[src/hdl/assert_macros.svh]
// ----------------------------------------------------------------------------
// Assertion macros
// Shared property macros for the swerve kinematics RTL. With SYNTH defined
// the macros expand to nothing.
// ----------------------------------------------------------------------------
`ifndef ASSERT_MACROS_SVH
`define ASSERT_MACROS_SVH

`ifndef SYNTH

// Property must hold at every clock edge outside reset.
`define ASSERT_PROP(lbl, clk, rst_n, prop) \
  lbl: assert property (@(posedge clk) disable iff (!rst_n) (prop)) \
    else $error("assertion failed");

// Expression must never be true outside reset.
`define ASSERT_NEVER(lbl, clk, rst_n, expr) \
  lbl: assert property (@(posedge clk) disable iff (!rst_n) !(expr)) \
    else $error("assertion failed");

`else

`define ASSERT_PROP(lbl, clk, rst_n, prop)
`define ASSERT_NEVER(lbl, clk, rst_n, expr)

`endif

`endif

[src/hdl/sik_pkg.sv]
// ----------------------------------------------------------------------------
// sik_pkg
// Types, constants and the arctangent table shared by the swerve drive
// inverse kinematics pipeline.
// ----------------------------------------------------------------------------
package sik_pkg;

  // Number of CORDIC micro-rotations, one cell each (legal range 8 to 24).
  localparam int CORDIC_STAGES = 16;
  localparam int NUM_WHEELS    = 4;

  // Front end takes two stages, the output end two more.
  localparam int PIPE_DEPTH = CORDIC_STAGES + 4;

  // Arctangent table has 24 entries.
  localparam int ATAN_IDX_W = 5;

  // CORDIC datapath widths: components carry 8 fraction bits plus growth,
  // the angle accumulates in units of 2^-32 of a turn with headroom.
  localparam int XW = 28;
  localparam int ZW = 34;

  localparam logic signed [ZW-1:0] Z_QUARTER = ZW'(64'sd1073741824);

  // Gain compensation, 1/1.6467602581 in units of 2^-30.
  localparam int GAIN_W = 30;
  localparam logic [GAIN_W-1:0] GAIN = 30'd652032874;

  // Configuration register map.
  localparam int CFG_IDX_W = 1;
  localparam int CFG_W     = 16;
  localparam logic [CFG_IDX_W-1:0] REG_BASE_LENGTH = 1'b0;
  localparam logic [CFG_IDX_W-1:0] REG_BASE_WIDTH  = 1'b1;
  localparam logic [CFG_W-1:0]     BASE_RESET      = 16'd8192;

  // One wheel vector as it travels down the CORDIC chain.
  typedef struct packed {
    logic                 zero;
    logic signed [XW-1:0] x;
    logic signed [XW-1:0] y;
    logic signed [ZW-1:0] z;
  } lane_t;

  // Arctangent of 2^-i in units of 2^-32 of a turn.
  function automatic logic signed [ZW-1:0] atan_lut(input logic [ATAN_IDX_W-1:0] idx);
    logic signed [ZW-1:0] val;
    case (idx)
      5'd0:    val = ZW'(64'sd536870912);
      5'd1:    val = ZW'(64'sd316933406);
      5'd2:    val = ZW'(64'sd167458907);
      5'd3:    val = ZW'(64'sd85004756);
      5'd4:    val = ZW'(64'sd42667331);
      5'd5:    val = ZW'(64'sd21354465);
      5'd6:    val = ZW'(64'sd10679838);
      5'd7:    val = ZW'(64'sd5340245);
      5'd8:    val = ZW'(64'sd2670163);
      5'd9:    val = ZW'(64'sd1335087);
      5'd10:   val = ZW'(64'sd667544);
      5'd11:   val = ZW'(64'sd333772);
      5'd12:   val = ZW'(64'sd166886);
      5'd13:   val = ZW'(64'sd83443);
      5'd14:   val = ZW'(64'sd41722);
      5'd15:   val = ZW'(64'sd20861);
      5'd16:   val = ZW'(64'sd10430);
      5'd17:   val = ZW'(64'sd5215);
      5'd18:   val = ZW'(64'sd2608);
      5'd19:   val = ZW'(64'sd1304);
      5'd20:   val = ZW'(64'sd652);
      5'd21:   val = ZW'(64'sd326);
      5'd22:   val = ZW'(64'sd163);
      5'd23:   val = ZW'(64'sd81);
      default: val = '0;
    endcase
    return val;
  endfunction

endpackage

[src/hdl/sik_front.sv]
// ----------------------------------------------------------------------------
// sik_front
// Two-stage front end: yaw rate products, then rounding, wheel vector sums
// with saturation and the quarter-turn pre-rotation into the CORDIC lanes.
// ----------------------------------------------------------------------------
module sik_front (
  input  logic                                            clk_i,
  input  logic                                            en_a_i,
  input  logic                                            en_b_i,
  input  logic signed [15:0]                              vel_x_i,
  input  logic signed [15:0]                              vel_y_i,
  input  logic signed [15:0]                              yaw_rate_i,
  input  logic [sik_pkg::CFG_W-1:0]                       base_length_i,
  input  logic [sik_pkg::CFG_W-1:0]                       base_width_i,
  output sik_pkg::lane_t [sik_pkg::NUM_WHEELS-1:0]        lanes_o
);

  logic signed [15:0] vx_q, vy_q;
  logic signed [32:0] pw_q, pl_q;
  logic signed [32:0] pw_d, pl_d;
  logic signed [14:0] tw, tl;
  logic signed [15:0] ex [sik_pkg::NUM_WHEELS];
  logic signed [15:0] ey [sik_pkg::NUM_WHEELS];
  sik_pkg::lane_t [sik_pkg::NUM_WHEELS-1:0] lanes_d, lanes_q;

  // Round the magnitude of a product by 2^-18, ties away from zero.
  function automatic logic signed [14:0] rot_round(input logic signed [32:0] p);
    logic [32:0] mag;
    logic [32:0] sum;
    logic [13:0] r;
    mag = p[32] ? 33'(-p) : 33'(p);
    sum = mag + 33'd131072;
    r   = sum[31:18];
    return p[32] ? -$signed({1'b0, r}) : $signed({1'b0, r});
  endfunction

  // Add or subtract a rotation term and clamp to 16 bits signed.
  function automatic logic signed [15:0] sum_sat(input logic signed [15:0] v,
                                                 input logic signed [14:0] t,
                                                 input logic              sub);
    logic signed [17:0] s;
    s = sub ? (18'(v) - 18'(t)) : (18'(v) + 18'(t));
    if (s > 18'sd32767) begin
      return 16'sh7FFF;
    end else if (s < -18'sd32768) begin
      return 16'sh8000;
    end
    return 16'(s);
  endfunction

  // Stage A: yaw rate times each base size.
  assign pw_d = 33'(yaw_rate_i) * 33'($signed({1'b0, base_width_i}));
  assign pl_d = 33'(yaw_rate_i) * 33'($signed({1'b0, base_length_i}));

  always_ff @(posedge clk_i) begin
    if (en_a_i) begin
      vx_q <= vel_x_i;
      vy_q <= vel_y_i;
      pw_q <= pw_d;
      pl_q <= pl_d;
    end
  end

  // Stage B: rotation terms and the four wheel vectors.
  assign tw = rot_round(pw_q);
  assign tl = rot_round(pl_q);

  always_comb begin
    ex[0] = sum_sat(vx_q, tw, 1'b1);
    ey[0] = sum_sat(vy_q, tl, 1'b0);
    ex[1] = sum_sat(vx_q, tw, 1'b0);
    ey[1] = sum_sat(vy_q, tl, 1'b0);
    ex[2] = sum_sat(vx_q, tw, 1'b1);
    ey[2] = sum_sat(vy_q, tl, 1'b1);
    ex[3] = sum_sat(vx_q, tw, 1'b0);
    ey[3] = sum_sat(vy_q, tl, 1'b1);
  end

  // Scale by 2^8 and turn vectors in the left half plane by a quarter turn.
  always_comb begin
    logic signed [sik_pkg::XW-1:0] xs, ys;
    for (int l = 0; l < sik_pkg::NUM_WHEELS; l++) begin
      xs = sik_pkg::XW'(ex[l]) <<< 8;
      ys = sik_pkg::XW'(ey[l]) <<< 8;
      lanes_d[l].zero = (ex[l] == 16'sd0) && (ey[l] == 16'sd0);
      if (xs[sik_pkg::XW-1]) begin
        if (!ys[sik_pkg::XW-1]) begin
          lanes_d[l].x = ys;
          lanes_d[l].y = -xs;
          lanes_d[l].z = sik_pkg::Z_QUARTER;
        end else begin
          lanes_d[l].x = -ys;
          lanes_d[l].y = xs;
          lanes_d[l].z = -sik_pkg::Z_QUARTER;
        end
      end else begin
        lanes_d[l].x = xs;
        lanes_d[l].y = ys;
        lanes_d[l].z = '0;
      end
    end
  end

  always_ff @(posedge clk_i) begin
    if (en_b_i) begin
      lanes_q <= lanes_d;
    end
  end

  assign lanes_o = lanes_q;

endmodule

[config.mk]
export PLATFORM = sky130hd
export DESIGN_NAME = sik_front
export DESIGN_NICKNAME = d
export VERILOG_FILES = /design/src/hdl/assert_macros.svh /design/src/hdl/sik_pkg.sv /design/src/hdl/sik_front.sv
export SDC_FILE = /design/constraint.sdc
export NUM_CORES = 2
export LEC_CHECK = 0
export BUFFER_PORTS_ARGS = -buffer_cell sky130_fd_sc_hd__buf_2
export CAP_MARGIN = 20
export CORE_ASPECT_RATIO = 0.7
export CORE_MARGIN = 1
export CORE_UTILIZATION = 40
export DETAILED_ROUTE_END_ITERATION = 8
export GPL_TIMING_DRIVEN = 0
export PLACE_DENSITY = 0.63
export SLEW_MARGIN = 40
export SYNTH_ARGS = -nofsm -noshare
export SYNTH_HDL_FRONTEND = slang
export SYNTH_SLANG_ARGS = --single-unit
[constraint.sdc]
create_clock -name clk_i -period 10.1 [get_ports clk_i]
set_clock_uncertainty 0.2 [all_clocks]
set_input_delay 1.01 -clock clk_i [delete_from_list [all_inputs] [get_ports clk_i]]
set_output_delay 1.01 -clock clk_i [all_outputs]
set_load 0.01 [all_outputs]
Word-level counts from Yosys, hierarchy flattened
Index checks and enable logic that the tools add are counted.
{ "op_classes": {"addsub": 14, "n_mul": 2, "div": 0, "magnitude_cmp": 8, "n_eq_ne": 0, "shift": 0, "n_mux": 32, "bitwise": 2, "n_reduce_logical": 16} }
{ "ops": {"columns": ["cell", "n"], "rows": [
  ["$mux W85", 8],
  ["$mux W16", 12],
  ["$neg A24 Y28", 4],
  ["$mul A16 B17 Y33", 2],
  ["$add A32 B18 Y32 const B", 2],
  ["$logic_not A16 Y1", 4],
  ["$mux W32", 2],
  ["$neg A32 Y32", 2],
  ["$gt A18 B16 Y1 const B", 2],
  ["$lt A18 B16 Y1 const B", 2],
  ["$add A16 B15 Y17", 2],
  ["$gt A17 B16 Y1 const B", 2],
  ["$lt A17 B16 Y1 const B", 2],
  ["$sub A16 B15 Y17", 2],
  ["$mux W15", 2],
  ["$neg A14 Y15", 2],
  ["$mux W1", 8],
  ["$reduce_and A2 Y1", 4],
  ["$reduce_or A2 Y1", 4],
  ["$logic_and A1 B1 Y1", 4],
  ["$not A1 Y1", 2]
]} }
{ "word_totals": {"reg_bits": 462, "latch_bits": 0, "ramBits": 0, "mem_bits_ro": 0, "input_bits": 83, "out_inout_bits": 364, "n_memories": 0} }

Longest topological paths before layout
{ "logic_depth": {"depth_word": 13, "ltp_mapped": 38} }

Worst setup path before layout
Ideal clock, no wire load.
{ "synth_timing": {"path_type": "register to register", "from": "register pw_q[32]", "to": "register lanes_q, in the netlist lanes_o[234], data pin", "setup_ns": 0.268, "t_arrival_ns": 8.034, "required_time_ns": 9.632, "path_slack_ns": 1.598, "stages_incl_launch_ff": 39, "period_less_slack_ns": 8.502, "cell_sequence": "edfxtp_1 clkbuf_1 clkbuf_1 clkbuf_1 clkbuf_1 clkbuf_1 buf_1 o21ai_0 xnor2_1 ha_1 clkbuf_1 inv_1 nand2_1 o221ai_1 a31o_2 nor4_2 nand4_1 a2111oi_2 (+3 left out) ha_1 clkbuf_1 nor3_1 nor2_1 a32oi_1 o41ai_1 o311ai_0 o311ai_1 nand2_1 a21o_1 ha_1 buf_1 inv_1 nor3_1 nand2b_1 o211ai_1 mux2i_1 o21ai_0"} }
{ "synth_rtl": {"columns": ["element", "line_no", "source"], "rows": [
  ["start, declared", "sik_front.sv:19", "logic signed [32:0] pw_q, pl_q;"],
  ["start signal, assigned", "sik_front.sv:59", "pw_q <= pw_d;"],
  ["end signal, assigned", "sik_front.sv:106", "lanes_q <= lanes_d;"],
  ["end, declared", "sik_front.sv:24", "sik_pkg::lane_t [sik_pkg::NUM_WHEELS-1:0] lanes_d, lanes_q;"]
]} }

==> results_dict.tcl <==
set metrics [dict create \
    status "finished, final reports clean" \
    via_per_inst 5.34 \
    slowest_delay_ps 490 \
    rows 93 \
    async_flop_share_pct 0 \
    postRouteAntennaNets 0 \
    ys_types 95 \
    overflow 0 \
    firstDrtPassIters 8 \
    hold_violations 0 \
    route.detailed.drc 0 \
    syn-cell-area_um2 37700 \
    crit_slowest_cell "edfxtp_1" \
    area_growth_pct 13.1 \
    wire_per_inst_um 20.2 \
    cts_buffers 27 \
    crit_top_cell "clkbuf_2" \
    cts_tree "built" \
    synthTopCellsByArea "edfxtp_1 21%, fa_1 21%, ha_1 11%" \
    synthFlopType "edfxtp_1" \
    h-tree-depth 1 \
    grt_start_max_net_pins 70 \
    antenna_found_initial 5 \
    fin_area_um2 42600 \
    worstSetupPathType "reg -> reg" \
    yosys_warnings 0 \
    reg2reg_from "pw_q[32]" \
    clockBufferDepth 3 \
    worstPathRequired_ps 10190 \
    io_pins 447 \
    grt_pass1_vias 30300 \
    synthCells 4198 \
    synth_top_cell_by_area "edfxtp_1" \
    synth_edf_count 268 \
    first_iter_violations 3216 \
    regArea_um2 8050 \
    synth_top_area_share_pct 21.4 \
    ys_seq_area_share_pct 21.4 \
    mostFrequentLayoutCells "546 x inv_1, 463 x nand2_1, 392 x fa_1" \
    holdPathStages 1 \
    cts_root_buf "clkbuf_16" \
    track_usage_pct 24.8 \
    setup_viol 0 \
    startpoint_type "flip-flop" \
    arrival_ps 9660 \
    clk_pin_slew_worst_paths_ps 70 \
    insertion_delay_ps 640 \
    hold_end "vx_q[12]" \
    avgSynthCellArea_um2 8.97 \
    initial_utilization_pct 40.7 \
    multiInputGateArea_um2 26300 \
    postCtsHoldBufs 0 \
    hp-class "in -> reg" \
    slew_headroom_pct 37.4 \
    max-cap-violations 0 \
    slew_violations 0 \
    die_area_um2 95400 \
    fin_crit_ps 9580 \
    nets 5484 \
    ff2ff_setup_slack_ps 520 \
    final_common_cell "inv_1" \
    ys_ff_latch 268 \
    die_y_um 259 \
    dp_hpwl_um 99100 \
    crit_fanout 10 \
    end_kind "flip-flop" \
    grt_pass1_wl_um 183000 \
    tightestPinTransition_ps 929 \
    port-buffer-count 262 \
    fp.dieW_um 369 \
    drive_gt1_share_pct 12.9 \
    core_area_um2 92600 \
    place_area_um2 41500 \
    rr_endpoint "lanes_o[52]" \
    fillers 9232 \
    place_congestion 1.02 \
    clock.fmax_ghz 0.104 \
    rsz0062_at_grt "no" \
    routed_wl_um 120000 \
    ff2ff_path_depth 36 \
    clock-sinks 268 \
    finalCritPeriodShare_pct 94.8 \
    worstHoldStart "vel_x_i[12]" \
    via_count 31800 \
]
metrics by stage:
step	worst slack, ps	instances	hold slack [ps]	utilization, %	setup TNS (ps)
2_1_floorplan	1600	4397	675	-	0
3_3_place_gp	-1690	5894	922	44.6	-68720
3_5_place_dp	-1590	5897	911	44.8	-65850
4_1_cts	59.1	5946	306	45.8	0
5_1_grt	0.195	5949	314	46.0	0
6_report	523	5951	342	46.0	0
kinds of logic after synthesis:
| family | synth area share [%] |
|---|---|
| and+or+nand+nor | 17.1 |
| xor gates and xnor gates | 4.99 |
| AOI/OAI and AO/OA | 12.7 |
| buffers and inverters | 11.4 |
| DFF | 21.4 |
| muxes | 0.717 |
| adders and majority gates | 31.7 |
| other | 0.00996 |
worst max-delay path: cells and delay by family (launching register included):
kind,cells,cell delay [ps]
xor gates and xnor gates,2,330
DFF,1,490
adders and majority gates,4,1200
muxes,1,350
and+or+nand+nor,8,1880
buffers and inverters,11,2500
AOI/OAI and AO/OA,10,2240
per-layer routing:
metal	GRT usage [%]	part of all wire, %	wire length (µm)	vias up
met5	0	0.011	13	-
met4	5.98	2.7	3190	2
met3	6.35	11	13400	192
met2	36.3	41	49500	1572
met1	36.3	45	54100	15300
li1	-	-	-	14700
registers in the layout, indices dropped and copies added (netlist names):
name / count
pl_q: 33
vy_q: 16
lanes_o: 170
vx_q: 16
pw_q: 33
cell type report:
class / instances / share of cell area (%)
Timing Repair Buffer: 269 / 3.39
Clock inverter: 19 / 0.596
Clock buffer: 31 / 1.62
Inverter: 551 / 4.86
Sequential cell: 268 / 18.9
Tap cell: 1235 / 3.63
Antenna cell: 3 / 0.0176
Buffer: 399 / 5.28
Multi-Input combinational cell: 3176 / 61.7
how the worst max path moves through the flow:
stage | startpoint | endpoint | slack, ps
2_1_floorplan | pw_q[32] | lanes_o[234] | 1600
3_3_place_gp | pw_q[32] | lanes_o[232] | -1690
3_5_place_dp | pw_q[32] | lanes_o[232] | -1590
4_1_cts | pw_q[32] | lanes_o[147] | 60
5_1_grt | pw_q[32] | lanes_o[319] | 0.2
6_report | pw_q[32] | lanes_o[52] | 520
cell usage after synthesis, types with 15 or more instances:
master,n
fa_1,392
nor2_1,210
a211oi_1,28
or2_2,15
a31oi_1,40
o31ai_1,27
buf_4,194
nand2_1,463
o22ai_1,25
nor3_1,66
o21a_1,28
nor2b_1,30
a21o_1,33
xor2_1,69
a21oi_1,187
xnor2_1,143
nand3_1,51
nand4_1,29
clkbuf_1,187
and3_1,37
or3_1,32
o211ai_1,24
buf_1,16
nand2b_1,55
inv_1,546
mux2i_1,18
edfxtp_1,268
ha_1,317
and2_1,216
o21ai_0,149
nor4_1,20
repair_timing:
action / in CTS / in global routing
resized for setup: 23 / 26
setup buffers: 0 / 4
pin swaps: 0 / 2
endpoints found under the setup margin: 129 / 96
endpoints found under the hold margin: 0 / 0
Power is left out: the tool's default activity adds up to more than one toggle a clock period on the data nets, which glitch-free logic cannot reach.
