[src/hdl/assert_macros.svh]
// ----------------------------------------------------------------------------
// Assertion macros
// Shared property macros for the swerve kinematics RTL. With SYNTH defined
// the macros expand to nothing.
// ----------------------------------------------------------------------------
`ifndef ASSERT_MACROS_SVH
`define ASSERT_MACROS_SVH

`ifndef SYNTH

// Property must hold at every clock edge outside reset.
`define ASSERT_PROP(lbl, clk, rst_n, prop) \
  lbl: assert property (@(posedge clk) disable iff (!rst_n) (prop)) \
    else $error("assertion failed");

// Expression must never be true outside reset.
`define ASSERT_NEVER(lbl, clk, rst_n, expr) \
  lbl: assert property (@(posedge clk) disable iff (!rst_n) !(expr)) \
    else $error("assertion failed");

`else

`define ASSERT_PROP(lbl, clk, rst_n, prop)
`define ASSERT_NEVER(lbl, clk, rst_n, expr)

`endif

`endif

[src/hdl/sik_pkg.sv]
// ----------------------------------------------------------------------------
// sik_pkg
// Types, constants and the arctangent table shared by the swerve drive
// inverse kinematics pipeline.
// ----------------------------------------------------------------------------
package sik_pkg;

  // Number of CORDIC micro-rotations, one cell each (legal range 8 to 24).
  localparam int CORDIC_STAGES = 16;
  localparam int NUM_WHEELS    = 4;

  // Front end takes two stages, the output end two more.
  localparam int PIPE_DEPTH = CORDIC_STAGES + 4;

  // Arctangent table has 24 entries.
  localparam int ATAN_IDX_W = 5;

  // CORDIC datapath widths: components carry 8 fraction bits plus growth,
  // the angle accumulates in units of 2^-32 of a turn with headroom.
  localparam int XW = 28;
  localparam int ZW = 34;

  localparam logic signed [ZW-1:0] Z_QUARTER = ZW'(64'sd1073741824);

  // Gain compensation, 1/1.6467602581 in units of 2^-30.
  localparam int GAIN_W = 30;
  localparam logic [GAIN_W-1:0] GAIN = 30'd652032874;

  // Configuration register map.
  localparam int CFG_IDX_W = 1;
  localparam int CFG_W     = 16;
  localparam logic [CFG_IDX_W-1:0] REG_BASE_LENGTH = 1'b0;
  localparam logic [CFG_IDX_W-1:0] REG_BASE_WIDTH  = 1'b1;
  localparam logic [CFG_W-1:0]     BASE_RESET      = 16'd8192;

  // One wheel vector as it travels down the CORDIC chain.
  typedef struct packed {
    logic                 zero;
    logic signed [XW-1:0] x;
    logic signed [XW-1:0] y;
    logic signed [ZW-1:0] z;
  } lane_t;

  // Arctangent of 2^-i in units of 2^-32 of a turn.
  function automatic logic signed [ZW-1:0] atan_lut(input logic [ATAN_IDX_W-1:0] idx);
    logic signed [ZW-1:0] val;
    case (idx)
      5'd0:    val = ZW'(64'sd536870912);
      5'd1:    val = ZW'(64'sd316933406);
      5'd2:    val = ZW'(64'sd167458907);
      5'd3:    val = ZW'(64'sd85004756);
      5'd4:    val = ZW'(64'sd42667331);
      5'd5:    val = ZW'(64'sd21354465);
      5'd6:    val = ZW'(64'sd10679838);
      5'd7:    val = ZW'(64'sd5340245);
      5'd8:    val = ZW'(64'sd2670163);
      5'd9:    val = ZW'(64'sd1335087);
      5'd10:   val = ZW'(64'sd667544);
      5'd11:   val = ZW'(64'sd333772);
      5'd12:   val = ZW'(64'sd166886);
      5'd13:   val = ZW'(64'sd83443);
      5'd14:   val = ZW'(64'sd41722);
      5'd15:   val = ZW'(64'sd20861);
      5'd16:   val = ZW'(64'sd10430);
      5'd17:   val = ZW'(64'sd5215);
      5'd18:   val = ZW'(64'sd2608);
      5'd19:   val = ZW'(64'sd1304);
      5'd20:   val = ZW'(64'sd652);
      5'd21:   val = ZW'(64'sd326);
      5'd22:   val = ZW'(64'sd163);
      5'd23:   val = ZW'(64'sd81);
      default: val = '0;
    endcase
    return val;
  endfunction

endpackage

[src/hdl/sik_cordic_cell.sv]
// ----------------------------------------------------------------------------
// sik_cordic_cell
// One vectoring CORDIC micro-rotation for one wheel lane, registered.
// ----------------------------------------------------------------------------
module sik_cordic_cell (
  input  logic                              clk_i,
  input  logic                              en_i,
  input  logic [sik_pkg::ATAN_IDX_W-1:0]    stage_i,
  input  sik_pkg::lane_t                    lane_i,
  output sik_pkg::lane_t                    lane_o
);

  logic signed [sik_pkg::XW-1:0] x_in, y_in, dx, dy;
  logic signed [sik_pkg::ZW-1:0] z_in, da;
  sik_pkg::lane_t lane_d, lane_q;

  assign x_in = lane_i.x;
  assign y_in = lane_i.y;
  assign z_in = lane_i.z;

  // Floor shifts of the cross terms and this stage's angle step.
  assign dx = y_in >>> stage_i;
  assign dy = x_in >>> stage_i;
  assign da = sik_pkg::atan_lut(stage_i);

  // Rotate toward the x axis, steered by the sign of y.
  always_comb begin
    lane_d.zero = lane_i.zero;
    if (!y_in[sik_pkg::XW-1]) begin
      lane_d.x = x_in + dx;
      lane_d.y = y_in - dy;
      lane_d.z = z_in + da;
    end else begin
      lane_d.x = x_in - dx;
      lane_d.y = y_in + dy;
      lane_d.z = z_in - da;
    end
  end

  always_ff @(posedge clk_i) begin
    if (en_i) begin
      lane_q <= lane_d;
    end
  end

  assign lane_o = lane_q;

endmodule

[config.mk]
export PLATFORM = sky130hd
export DESIGN_NAME = sik_cordic_cell
export DESIGN_NICKNAME = d
export VERILOG_FILES = /design/src/hdl/assert_macros.svh /design/src/hdl/sik_pkg.sv /design/src/hdl/sik_cordic_cell.sv
export SDC_FILE = /design/constraint.sdc
export NUM_CORES = 1
export LEC_CHECK = 0
export BUFFER_PORTS_ARGS = -buffer_cell sky130_fd_sc_hd__buf_2
export CAP_MARGIN = 10
export CORE_MARGIN = 5
export CORE_UTILIZATION = 36
export CTS_CLUSTER_SIZE = 30
export DETAILED_ROUTE_END_ITERATION = 12
export MAX_ROUTING_LAYER = met4
export PLACE_DENSITY = 0.64
export SYNTH_ARGS = -nofsm -noshare
export SYNTH_HDL_FRONTEND = slang
export SYNTH_SLANG_ARGS = --single-unit
[constraint.sdc]
create_clock -name clk_i -period 7.55 [get_ports clk_i]
set_input_delay 0.3775 -clock clk_i [delete_from_list [all_inputs] [get_ports clk_i]]
set_output_delay 0.3775 -clock clk_i [all_outputs]
set_load 0.02 [all_outputs]
# Word level (Yosys, flattened, before mapping)
# Memories as Yosys holds them, arrays and structs flattened.
# Cells that the tools add are included.
# classes
add_sub_neg	6
n_shift	2
mux	1
# op_table
op	n
$mux W90	1
$add A28 B28 Y28	2
$sshr A28 B5 Y28	2
$sub A28 B28 Y28	2
$add A34 B34 Y34	1
$sub A34 B34 Y34	1
# word_totals
register_bits	91
romBits	960
input_bits	98
memories	1
# mem_list
memory	depth	word_bits	read_ports	rd_clocked_by_memory_dff	write_ports	line	text
(name not given)	32	30	1	0	0	sik_pkg.sv:47	case (idx)

# Longest topological paths before layout
# Gate-level depths: netlist (run 1).
# logic_depth
depth_word	3
mapped_depth	27
depth_no_buf	21

# Worst setup path after synthesis (run 1)
# No wires, ideal clock.
# synth_path
path_kind	input to register
from	input stage_i[0] (netlist bit)
to	register lane_q (netlist bit lane_o[89]) (data pin)
t_arrival_ns	5.595
required_time_ns	7.289
setup_slack_ns	1.693
stages	22
n_path_buf	3
path_cell_list	buf_6 > buf_8 > mux2_4 > mux4_2 > mux4_2 > or4b_4 > or3_4 > nor3_2 > buf_2 > a211oi_1 > a311oi_1 > a31oi_1 > ha_1 > nand3_1 > nor2_1 > a221oi_1 > a31oi_1 > o21ai_0 > o22ai_1 > o41ai_1 > o21ai_0 > xnor2_1
# synth_rtl
item	line	text
start, declared	sik_cordic_cell.sv:8	input logic [sik_pkg::ATAN_IDX_W-1:0] stage_i,
end signal, assigned	sik_cordic_cell.sv:42	lane_q <= lane_d;
end, declared	sik_cordic_cell.sv:15	sik_pkg::lane_t lane_d, lane_q;

==> results.toml, run 1 <==
[power_and_ir_drop]
total_power_mw = 2.864
max-vdd-ir-drop_mv = 0.1058
powerDensity_mw_per_mm2 = 190.7
p_leak_nw = 6.209

[clocking]
ctsLongestPathBuffers = 2
cts.clk_slew.worst_paths_ns = 0.07
ctsResizeCount = 0
cts_tree = "yes"
clockRootBuffer = "clkbuf_16"
numCtsBuffers = 9
cts_hold_buf = 0
htree_levels = 3
cts_sinks = 91
cts_setup_buffers = 0

[timing]
rsz0062_at_grt = "false"
fmax_mhz = 154.1
setup_violations = 0
worst_pin_slew_ns = 1.209
fin_crit_sh = 0.8596
layout_min_cycle_time_ns = 6.490
drv_slew = 0
relSlewSlack = 0.1732
hold_viol = 0
fin_tns_setup_ns = 0

[placement]
hpwl_mm = 37.63
dpl_cell_area_mm2 = 0.01473
gp_congestion = 1.043
portBuffers = 188
dp_cells = 2106

[synth]
ys_ff_latch = 91
synth_area_mm2 = 0.01318
netlist_instances = 1489
synth_nets = 1688
yosysSeqAreaShare = 0.2073
synth_cell_types = 84
yosys_warnings = 0
synth_edf_count = 91
async_reset_ff_frac = 0
dominantRegCellSynth = "edfxtp_1"
syn_avg_cell_area_um2 = 8.853

[global_route]
overflow = 0
antenna_found_initial = 0
grt_max_degree = 58
first_global_vias = 12463
grt_pass1_wl_mm = 73.89
grt_usage = 0.2364

[floorplan]
start_util = 0.3627
die_h_um = 201.4
die_w_um = 201.4
coreArea_mm2 = 0.03635
dieArea_mm2 = 0.04054
io-pin-count = 189
rows = 70

[worst_setup_path]
critPathMaxFanout = 44
critPathSlowestCell = "mux4_2"
end_kind = "flop"
crit_chain = "buf_4 > mux2_2 > mux4_2 > mux4_2 > or4b_4 > or3_4 > nor3_2 > nor3b_1 > xnor2_1 > o22ai_1 > ha_1 > nand3_1 > nor2_1 > a221oi_1 > a31oi_1 > o21ai_0 > o22ai_1 > o41ai_1 > o21ai_0 > xnor2_1"
cp-start-kind = "input port"
cpLargestDelayFamily = "simple AND/OR/NAND/NOR gates"
cp_data_arrival_time_ns = 6.62
crit_buf_inv = 1
worstSetupStartpoint = "stage_i[0]"
critical_path_class = "input port to flop"
slowest_delay_ns = 0.57
cp.required_ns = 7.68

[final_layout]
fin_cells = 2123
fin_util = 0.4131
largest_register_ffs = 91
synthToLayoutAreaGrowth_pct = 13.92
post-route-cell-area_mm2 = 0.01502
final_nets = 1848
layout_commonest_cell = "buf_2"
layout-drive-gt1-share = 0.2249
layout_common_cells = "185 x buf_2, 121 x nor2_1, 116 x a21oi_1"

[min_path]
hp-class = "input port to flop"
hp-start = "lane_i[90]"

[job]
drv_cap = 0

[routing]
drt_iter0_markers = 1364
wl_mm = 48.46
ant_nets = 0
num_vias = 12998
wire_per_inst_um = 22.83
dr.pass1.iters = 6
routed_via_density = 6.122
drcViolationCount = 0

[status]
status = "finished, final reports clean"
[kinds of logic (layout without fill, tap and decap cells)]
family / count (synthesis) / count (layout) / share of synthesized area
mux: 140 / 140 / 0.1668
compound gates: 454 / 454 / 0.2292
simple gates: 420 / 420 / 0.1587
flops: 91 / 91 / 0.2073
other cells: 0 / 1 / 0
xor+xnor: 149 / 149 / 0.09900
buf+inv: 134 / 299 / 0.04139
fa+ha+maj: 101 / 101 / 0.09758
[final timing paths]
path | slack (ns) | end | cells after the start
worst max-delay path | 1.06 | lane_o[89] | 20
worst min-delay path | 0.19 | lane_o[90] | 1
[power by group]
group	internal [mW]	total, mW	switching (mW)
Clock	0.255	0.464	0.209
Combinational	0.639	1.62	0.986
Sequential	0.745	0.775	0.0304
Total	1.64	2.86	1.23
[layer usage]
metal  global-route usage  vias to the layer above  part of all wire
met2               0.3526                      605              0.44
met5                    -                        -                 0
met3              0.04174                       95             0.075
met1               0.3239                     6246              0.45
li1                     -                     6052                 -
met4              0.08374                        0             0.034
[area by class of cell]
| class | instances | area [um^2] |
|---|---|---|
| fill | 3610 | 21330 |
| multi-input combinational | 1264 | 9906 |
| sequential | 91 | 2733 |
| timing repair buffer | 234 | 1319 |
| tap | 468 | 585.6 |
| clock buffer | 11 | 232.7 |
| inverter | 49 | 183.9 |
| clock inverter | 5 | 53.80 |
| antenna | 1 | 2.502 |
[cell usage after synthesis, types with 28 or more instances]
cell type	number	area, um^2
a21o_1	46	345.3
a21oi_1	116	580.6
clkbuf_1	58	217.7
edfxtp_1	91	2733
ha_1	98	1226
inv_1	45	168.9
mux2_2	39	439.2
mux2i_1	40	400.4
mux4_2	59	1329
nand2_1	99	371.6
nand3_1	31	155.2
nor2_1	122	457.9
nor3_1	28	140.1
o21ai_0	62	310.3
o22ai_1	31	193.9
xnor2_1	91	797.0
xor2_1	58	508.0
[through the flow]
stage	setup slack, ns	hold WS, ns
detailed placement	0.7197	0.5709
CTS	1.105	0.1623
global placement	0.7312	0.5534
global route	0.6584	0.1660
finish	1.060	0.1904
floorplan	1.693	0.4764
(Power assumes the default switching activity.)
==> inputs of run 2 (changes only) <==
--- a/config.mk
+++ b/config.mk
@@ -5,6 +5,7 @@
 export SDC_FILE = /design/constraint.sdc
 export NUM_CORES = 1
 export LEC_CHECK = 0
+export ABC_AREA = 1
 export BUFFER_PORTS_ARGS = -buffer_cell sky130_fd_sc_hd__buf_2
 export CAP_MARGIN = 10
 export CORE_MARGIN = 5
==> results.toml, run 2 <==
[timing]
drv_slew = 0
worst_pin_slew_ns = 0.8999
fin_crit_sh = 0.7136
fin_tns_setup_ns = 0
rsz0062_at_grt = "false"
relSlewSlack = 0.3986
layout_min_cycle_time_ns = 5.388
fmax_mhz = 185.6
setup_violations = 0
hold_viol = 0
fin_worst_hold_slack_ns = 0.1679

[power_and_ir_drop]
powerDensity_mw_per_mm2 = 194.8
pwr-share-comb = 0.555
p_leak_nw = 7.486
p_sw_mw = 1.353
switching_share = 0.4558
total_power_mw = 2.968
power.internal_mw = 1.615
p_clk_frac = 0.182
seqPwrFrac = 0.263
max-vdd-ir-drop_mv = 0.1234

[worst_setup_path]
cp_data_arrival_time_ns = 5.52
worstSetupStartpoint = "stage_i[0]"
critPathSlowestCell = "inv_4"
cp-start-kind = "input port"
end_kind = "flop"
critPathMaxFanout = 60
critical_path_class = "input port to flop"
cp.required_ns = 7.68
cpMostUsedCell = "nand2_1"
slowest_delay_ns = 0.50

[final_layout]
layout_common_cells = "707 x nand2_1, 285 x nand3_1, 187 x buf_2"
seq_area_mm2 = 0.002733
layout_commonest_cell = "nand2_1"
largest_register_ffs = 91
multi_input_area_mm2 = 0.009842
synthToLayoutAreaGrowth_pct = 11.05
fin_cells = 2822
fin_util = 0.4045
layout-drive-gt1-share = 0.1446
final_nets = 2504
n_fill_cell = 4123

[routing]
ant_nets = 0
drt_iter0_markers = 1299
drcViolationCount = 0
wire_per_inst_um = 17.41
dr.pass1.iters = 5
wl_mm = 49.14
routed_via_density = 5.328
num_vias = 15036

[clocking]
cts_sinks = 91
clockRootBuffer = "clkbuf_16"
numCtsBuffers = 9
cts_hold_buf = 0
cts_setup_buffers = 0
ctsLongestPathBuffers = 2
htree_levels = 3
cts.clk_slew.worst_paths_ns = 0.07
cts_tree = "yes"
ctsResizeCount = 0

[job]
drv_cap = 0

[floorplan]
io-pin-count = 189
die_h_um = 205.2
dieArea_mm2 = 0.04212
die_w_um = 205.2
start_util = 0.3643
rows = 71
coreArea_mm2 = 0.03767

[global_route]
grt_use_met1 = 0.2912
use_met3 = 0.03105
grt_usage = 0.2343
first_global_vias = 14148
antenna_found_initial = 1
grt_max_degree = 64
grt_pass1_wl_mm = 76.19
overflow = 0
top_usage_layer = "met2"
grt_use_met2 = 0.3856

[min_path]
hold_depth = 1
hp-start = "lane_i[90]"
min_to = "lane_o[90]"
hp-class = "input port to flop"

[placement]
dp_cells = 2805
hpwl_mm = 40.38
gp_congestion = 1.001
portBuffers = 188

[synth]
synth_top_family_by_area = "simple AND/OR/NAND/NOR gates"
synthMostInstantiatedCell = "nand2_1"
synth_top_area_frac = 0.1992
synthTopCellsByArea = "edfxtp_1 20%, nand2_1 19%, nand3_1 10%"
ys_top_cells_by_count = "707 x nand2_1, 285 x nand3_1, 171 x nor2_1"
synth_edf_count = 91
async_reset_ff_frac = 0
synthSimpleGateAreaFrac = 0.4135
synth_xor_area_frac = 0.08298
dominantRegCellSynth = "edfxtp_1"
synth_nets = 2367
netlist_instances = 2168
synth_area_mm2 = 0.01372
synth_cell_types = 57
synthMuxAreaShare = 0
synth-compound-area-share = 0.1269
synth_fa_ha_area_frac = 0.09374
yosysSeqAreaShare = 0.1992
yosys_warnings = 0
ys_ff_latch = 91
syn_avg_cell_area_um2 = 6.329
synth_top_area_cell = "edfxtp_1"

[status]
status = "finished, final reports clean"
## run 2: cell count changes after synthesis, sizes merged, moves of 30 or more
cell,previous run,this run
mux2i,40,0
nand2,99,740
nor2,122,199
a21o,46,8
nand3,31,295
mux2,41,0
xnor2,91,44
inv,47,174
o22ai,31,1
o21ai,63,104
buf,27,59
clkbuf,58,12
mux4,59,0
## run 2: routing by layer
metal | wire length [um] | vias to the layer above | part of all wire
met2 | 23400 | 551 | 0.48
li1 | - | 7536 | -
met1 | 20950 | 6835 | 0.43
met3 | 2743 | 114 | 0.056
met4 | 2054 | 0 | 0.042
met5 | 0 | - | 0
## run 2: layout make-up
cell class / instances / share of cell area
antenna: 1 / 0.0001642
clock buffer: 9 / 0.01478
clock inverter: 7 / 0.007472
inverter: 176 / 0.04401
multi-input combinational: 1830 / 0.6459
sequential: 91 / 0.1793
tap: 511 / 0.04196
timing repair buffer: 197 / 0.06635
## run 2: kinds of logic (layout without fill, tap and decap cells)
group | count (synthesis) | in the layout
and+or+nand+nor | 1300 | 1300
xor gates and xnor gates | 130 | 130
buffers and inverters | 247 | 389
DFF | 91 | 91
AOI/OAI and AO/OA | 299 | 299
other | 0 | 1
adders and majority gates | 101 | 101
## run 2: worst max-delay path: cells and delay by family
kind                       cells  cell delay (ns)
and+or+nand+nor               15             2.34
xor gates and xnor gates       2             0.19
buffers and inverters          4             0.79
adders and majority gates      3             1.02
AOI/OAI and AO/OA              3             0.79
## run 2: through the flow
step	cell area (um^2)	worst slack, ns
final	15240	2.162
after global placement	14900	1.771
after detailed placement	14900	1.827
after CTS	15230	2.220
after global routing	15240	1.866
after floorplan	13720	3.152
## run 2: worst max-delay path by stage
stage | end | slack [ns] | cells past startpoint
after floorplan | lane_o[23] | 3.15 | 27
after global placement | lane_o[25] | 1.77 | 27
after detailed placement | lane_o[25] | 1.83 | 27
after CTS | lane_o[25] | 2.22 | 27
after global routing | lane_o[25] | 1.87 | 27
final | lane_o[25] | 2.16 | 27
## run 2: power by group through the flow
stage | logic, mW | registers [mW] | clock network (mW)
after floorplan | 0.995 | 0.972 | 0
after global placement | 1.64 | 0.792 | 0
after detailed placement | 1.64 | 0.795 | 0
after CTS | 1.64 | 0.785 | 0.556
after global routing | 1.82 | 0.794 | 0.575
final | 1.65 | 0.781 | 0.540
==> inputs of run 3 (changes only) <==
--- a/config.mk
+++ b/config.mk
@@ -5,7 +5,7 @@
 export SDC_FILE = /design/constraint.sdc
 export NUM_CORES = 1
 export LEC_CHECK = 0
-export ABC_AREA = 1
+export ABC_AREA = 0
 export BUFFER_PORTS_ARGS = -buffer_cell sky130_fd_sc_hd__buf_2
 export CAP_MARGIN = 10
 export CORE_MARGIN = 5
@@ -13,7 +13,7 @@
 export CTS_CLUSTER_SIZE = 30
 export DETAILED_ROUTE_END_ITERATION = 12
 export MAX_ROUTING_LAYER = met4
-export PLACE_DENSITY = 0.64
+export PLACE_DENSITY = 0.66
 export SYNTH_ARGS = -nofsm -noshare
 export SYNTH_HDL_FRONTEND = slang
 export SYNTH_SLANG_ARGS = --single-unit
==> constraint.sdc (replaced) <==
create_clock -name clk_i -period 4.45 [get_ports clk_i]
set_input_delay 0.2225 -clock clk_i [delete_from_list [all_inputs] [get_ports clk_i]]
set_output_delay 0.2225 -clock clk_i [all_outputs]
set_load 0.02 [all_outputs]
==> results.toml, run 3 (synthesis gave the netlist of run 1 again) <==
[global_route]
use_met3 = 0.05109
overflow = 0
grt_max_degree = 47
first_global_vias = 15488
grt_use_met2 = 0.4274
top_usage_layer = "met2"
grt_usage = 0.2707
antenna_found_initial = 3
grt_use_met1 = 0.3516
grt_pass1_wl_mm = 85.41

[timing]
layout_min_cycle_time_ns = 5.164
relSlewSlack = 0.4120
fmax_mhz = 193.7
drv_slew = 0
fin_crit_sh = 1.160
rsz0062_at_grt = "true"
hold_viol = 0
setup_ws_ns = -0.7137
worst_pin_slew_ns = 0.8798
setup_violations = 31

[min_path]
hp-start = "lane_i[34]"
min_to = "lane_o[34]"
hp-class = "input port to flop"
hold_depth = 3

[worst_setup_path]
critPathSlowestCell = "or4b_4"
critPathMaxFanout = 7
cp_data_arrival_time_ns = 5.30
end_kind = "flop"
crit_chain = "buf_16 > mux4_2 > mux2_4 > mux4_2 > or4b_4 > or3_4 > or3_4 > nor2_4 > xnor2_1 > o22ai_1 > ha_1 > nand3_2 > nor2_2 > a221oi_2 > a31oi_2 > o21ai_2 > o22ai_2 > o41ai_2 > o21ai_1 > xnor2_1"
slowest_delay_ns = 0.57
critical_path_class = "input port to flop"
cp.required_ns = 4.58
cp-start-kind = "input port"

[status]
violations = "negative setup slack"
status = "finished, violations left"

[final_layout]
final_nets = 2482
layout-drive-gt1-share = 0.5166
synthToLayoutAreaGrowth_pct = 62.73
largest_register_ffs = 91
layout_commonest_cell = "buf_4"
layout_common_cells = "633 x buf_4, 184 x buf_2, 106 x nor2_1"
fin_util = 0.5902

[clocking]
cts_sinks = 91
htree_levels = 3
cts.clk_slew.worst_paths_ns = 0.07
cts_tree = "yes"
numCtsBuffers = 9
clockRootBuffer = "clkbuf_16"
ctsLongestPathBuffers = 2

[routing]
num_vias = 15597
ant_nets = 0
drt_iter0_markers = 1323
wl_mm = 57.13
routed_via_density = 5.655
dr.pass1.iters = 5
drcViolationCount = 0
wire_per_inst_um = 20.72

[placement]
gp_congestion = 0.9967
hpwl_mm = 43.84
portBuffers = 188
post-place-ws_ns = -1.372

[floorplan]
dieArea_mm2 = 0.04054
die_w_um = 201.4
start_util = 0.3627
io-pin-count = 189
rows = 70
die_h_um = 201.4
coreArea_mm2 = 0.03635

[power_and_ir_drop]
powerDensity_mw_per_mm2 = 294.6
max-vdd-ir-drop_mv = 0.2016
total_power_mw = 6.319
p_leak_nw = 9.715

[job]
drv_cap = 0
-- run 3: cell count changes in the layout (fill, tap and decap cells not counted), moves of 42 or more --
cell / delta
a21oi_1: -42
buf_4: +623
inv_1: -98
mux4_2: +59
nand2_1: -615
nand3_1: -261
nor2_1: -64
o21ai_0: -42
xnor2_1: +43
-- run 3: repair_timing --
action | in CTS | in global routing
pin swaps | 47 | 99
endpoints found under the setup margin | 57 | 49
gates resized for setup | 133 | 161
hold endpoints to repair | 0 | 1
hold buffers | 0 | 1
gates cloned | 2 | 2
setup buffers | 30 | 45
-- run 3: stage by stage --
step           hold WS [ns]  area [um^2]  instances  setup TNS, ns
2_1_floorplan        0.3214        13350       1489         -19.11
3_3_place_gp         0.3985        19150       2668         -46.47
3_5_place_dp         0.4030        19150       2668         -52.20
4_1_cts            0.001312        20290       2716         -7.896
5_1_grt              0.2779        21450       2758         -14.96
6_report             0.2472        21450       2758         -10.29
-- run 3: critical path, delay by kind of cell --
family | cells | cell delay, ns
AND/OR/NAND/NOR | 6 | 1.70
multiplexers | 3 | 1.36
AO/OA/AOI/OAI | 7 | 1.30
adder cells (fa/ha/maj) | 1 | 0.35
XOR/XNOR | 2 | 0.24
buffers and inverters | 1 | 0.11
-- run 3: how the worst max path moves through the flow --
stage,startpoint,to,slack (ns),depth (start not counted)
finish,stage_i[0],lane_o[89],-0.71,20
global route,stage_i[0],lane_o[89],-0.85,20
CTS,stage_i[0],lane_o[89],-0.64,20
detailed placement,stage_i[0],lane_o[89],-1.37,20
global placement,stage_i[0],lane_o[89],-1.31,20
floorplan,stage_i[0],lane_o[89],-1.01,21
-- run 3: cell type report --
| class | count | area, um^2 |
|---|---|---|
| tap | 468 | 585.6 |
| clock inverter | 5 | 101.3 |
| clock buffer | 11 | 232.7 |
| inverter | 49 | 191.4 |
| antenna | 2 | 5.005 |
| multi-input combinational | 1264 | 11150 |
| fill | 3085 | 14900 |
| sequential | 91 | 2733 |
| timing repair buffer | 868 | 6447 |
-- run 3: metal layers --
| metal | wire length [um] | part of all wire | vias to the layer above |
|---|---|---|---|
| met3 | 4301 | 0.075 | 106 |
| met1 | 24710 | 0.43 | 7494 |
| met4 | 1835 | 0.032 | 0 |
| li1 | - | - | 7327 |
| met2 | 26290 | 0.46 | 670 |
| met5 | 0 | 0 | - |
-- run 3: where the power goes --
part           switching (mW)  internal, mW  leakage, nW
clock network           0.362         0.547        0.157
registers              0.0505          1.26        0.891
logic                    2.09          2.00         8.67
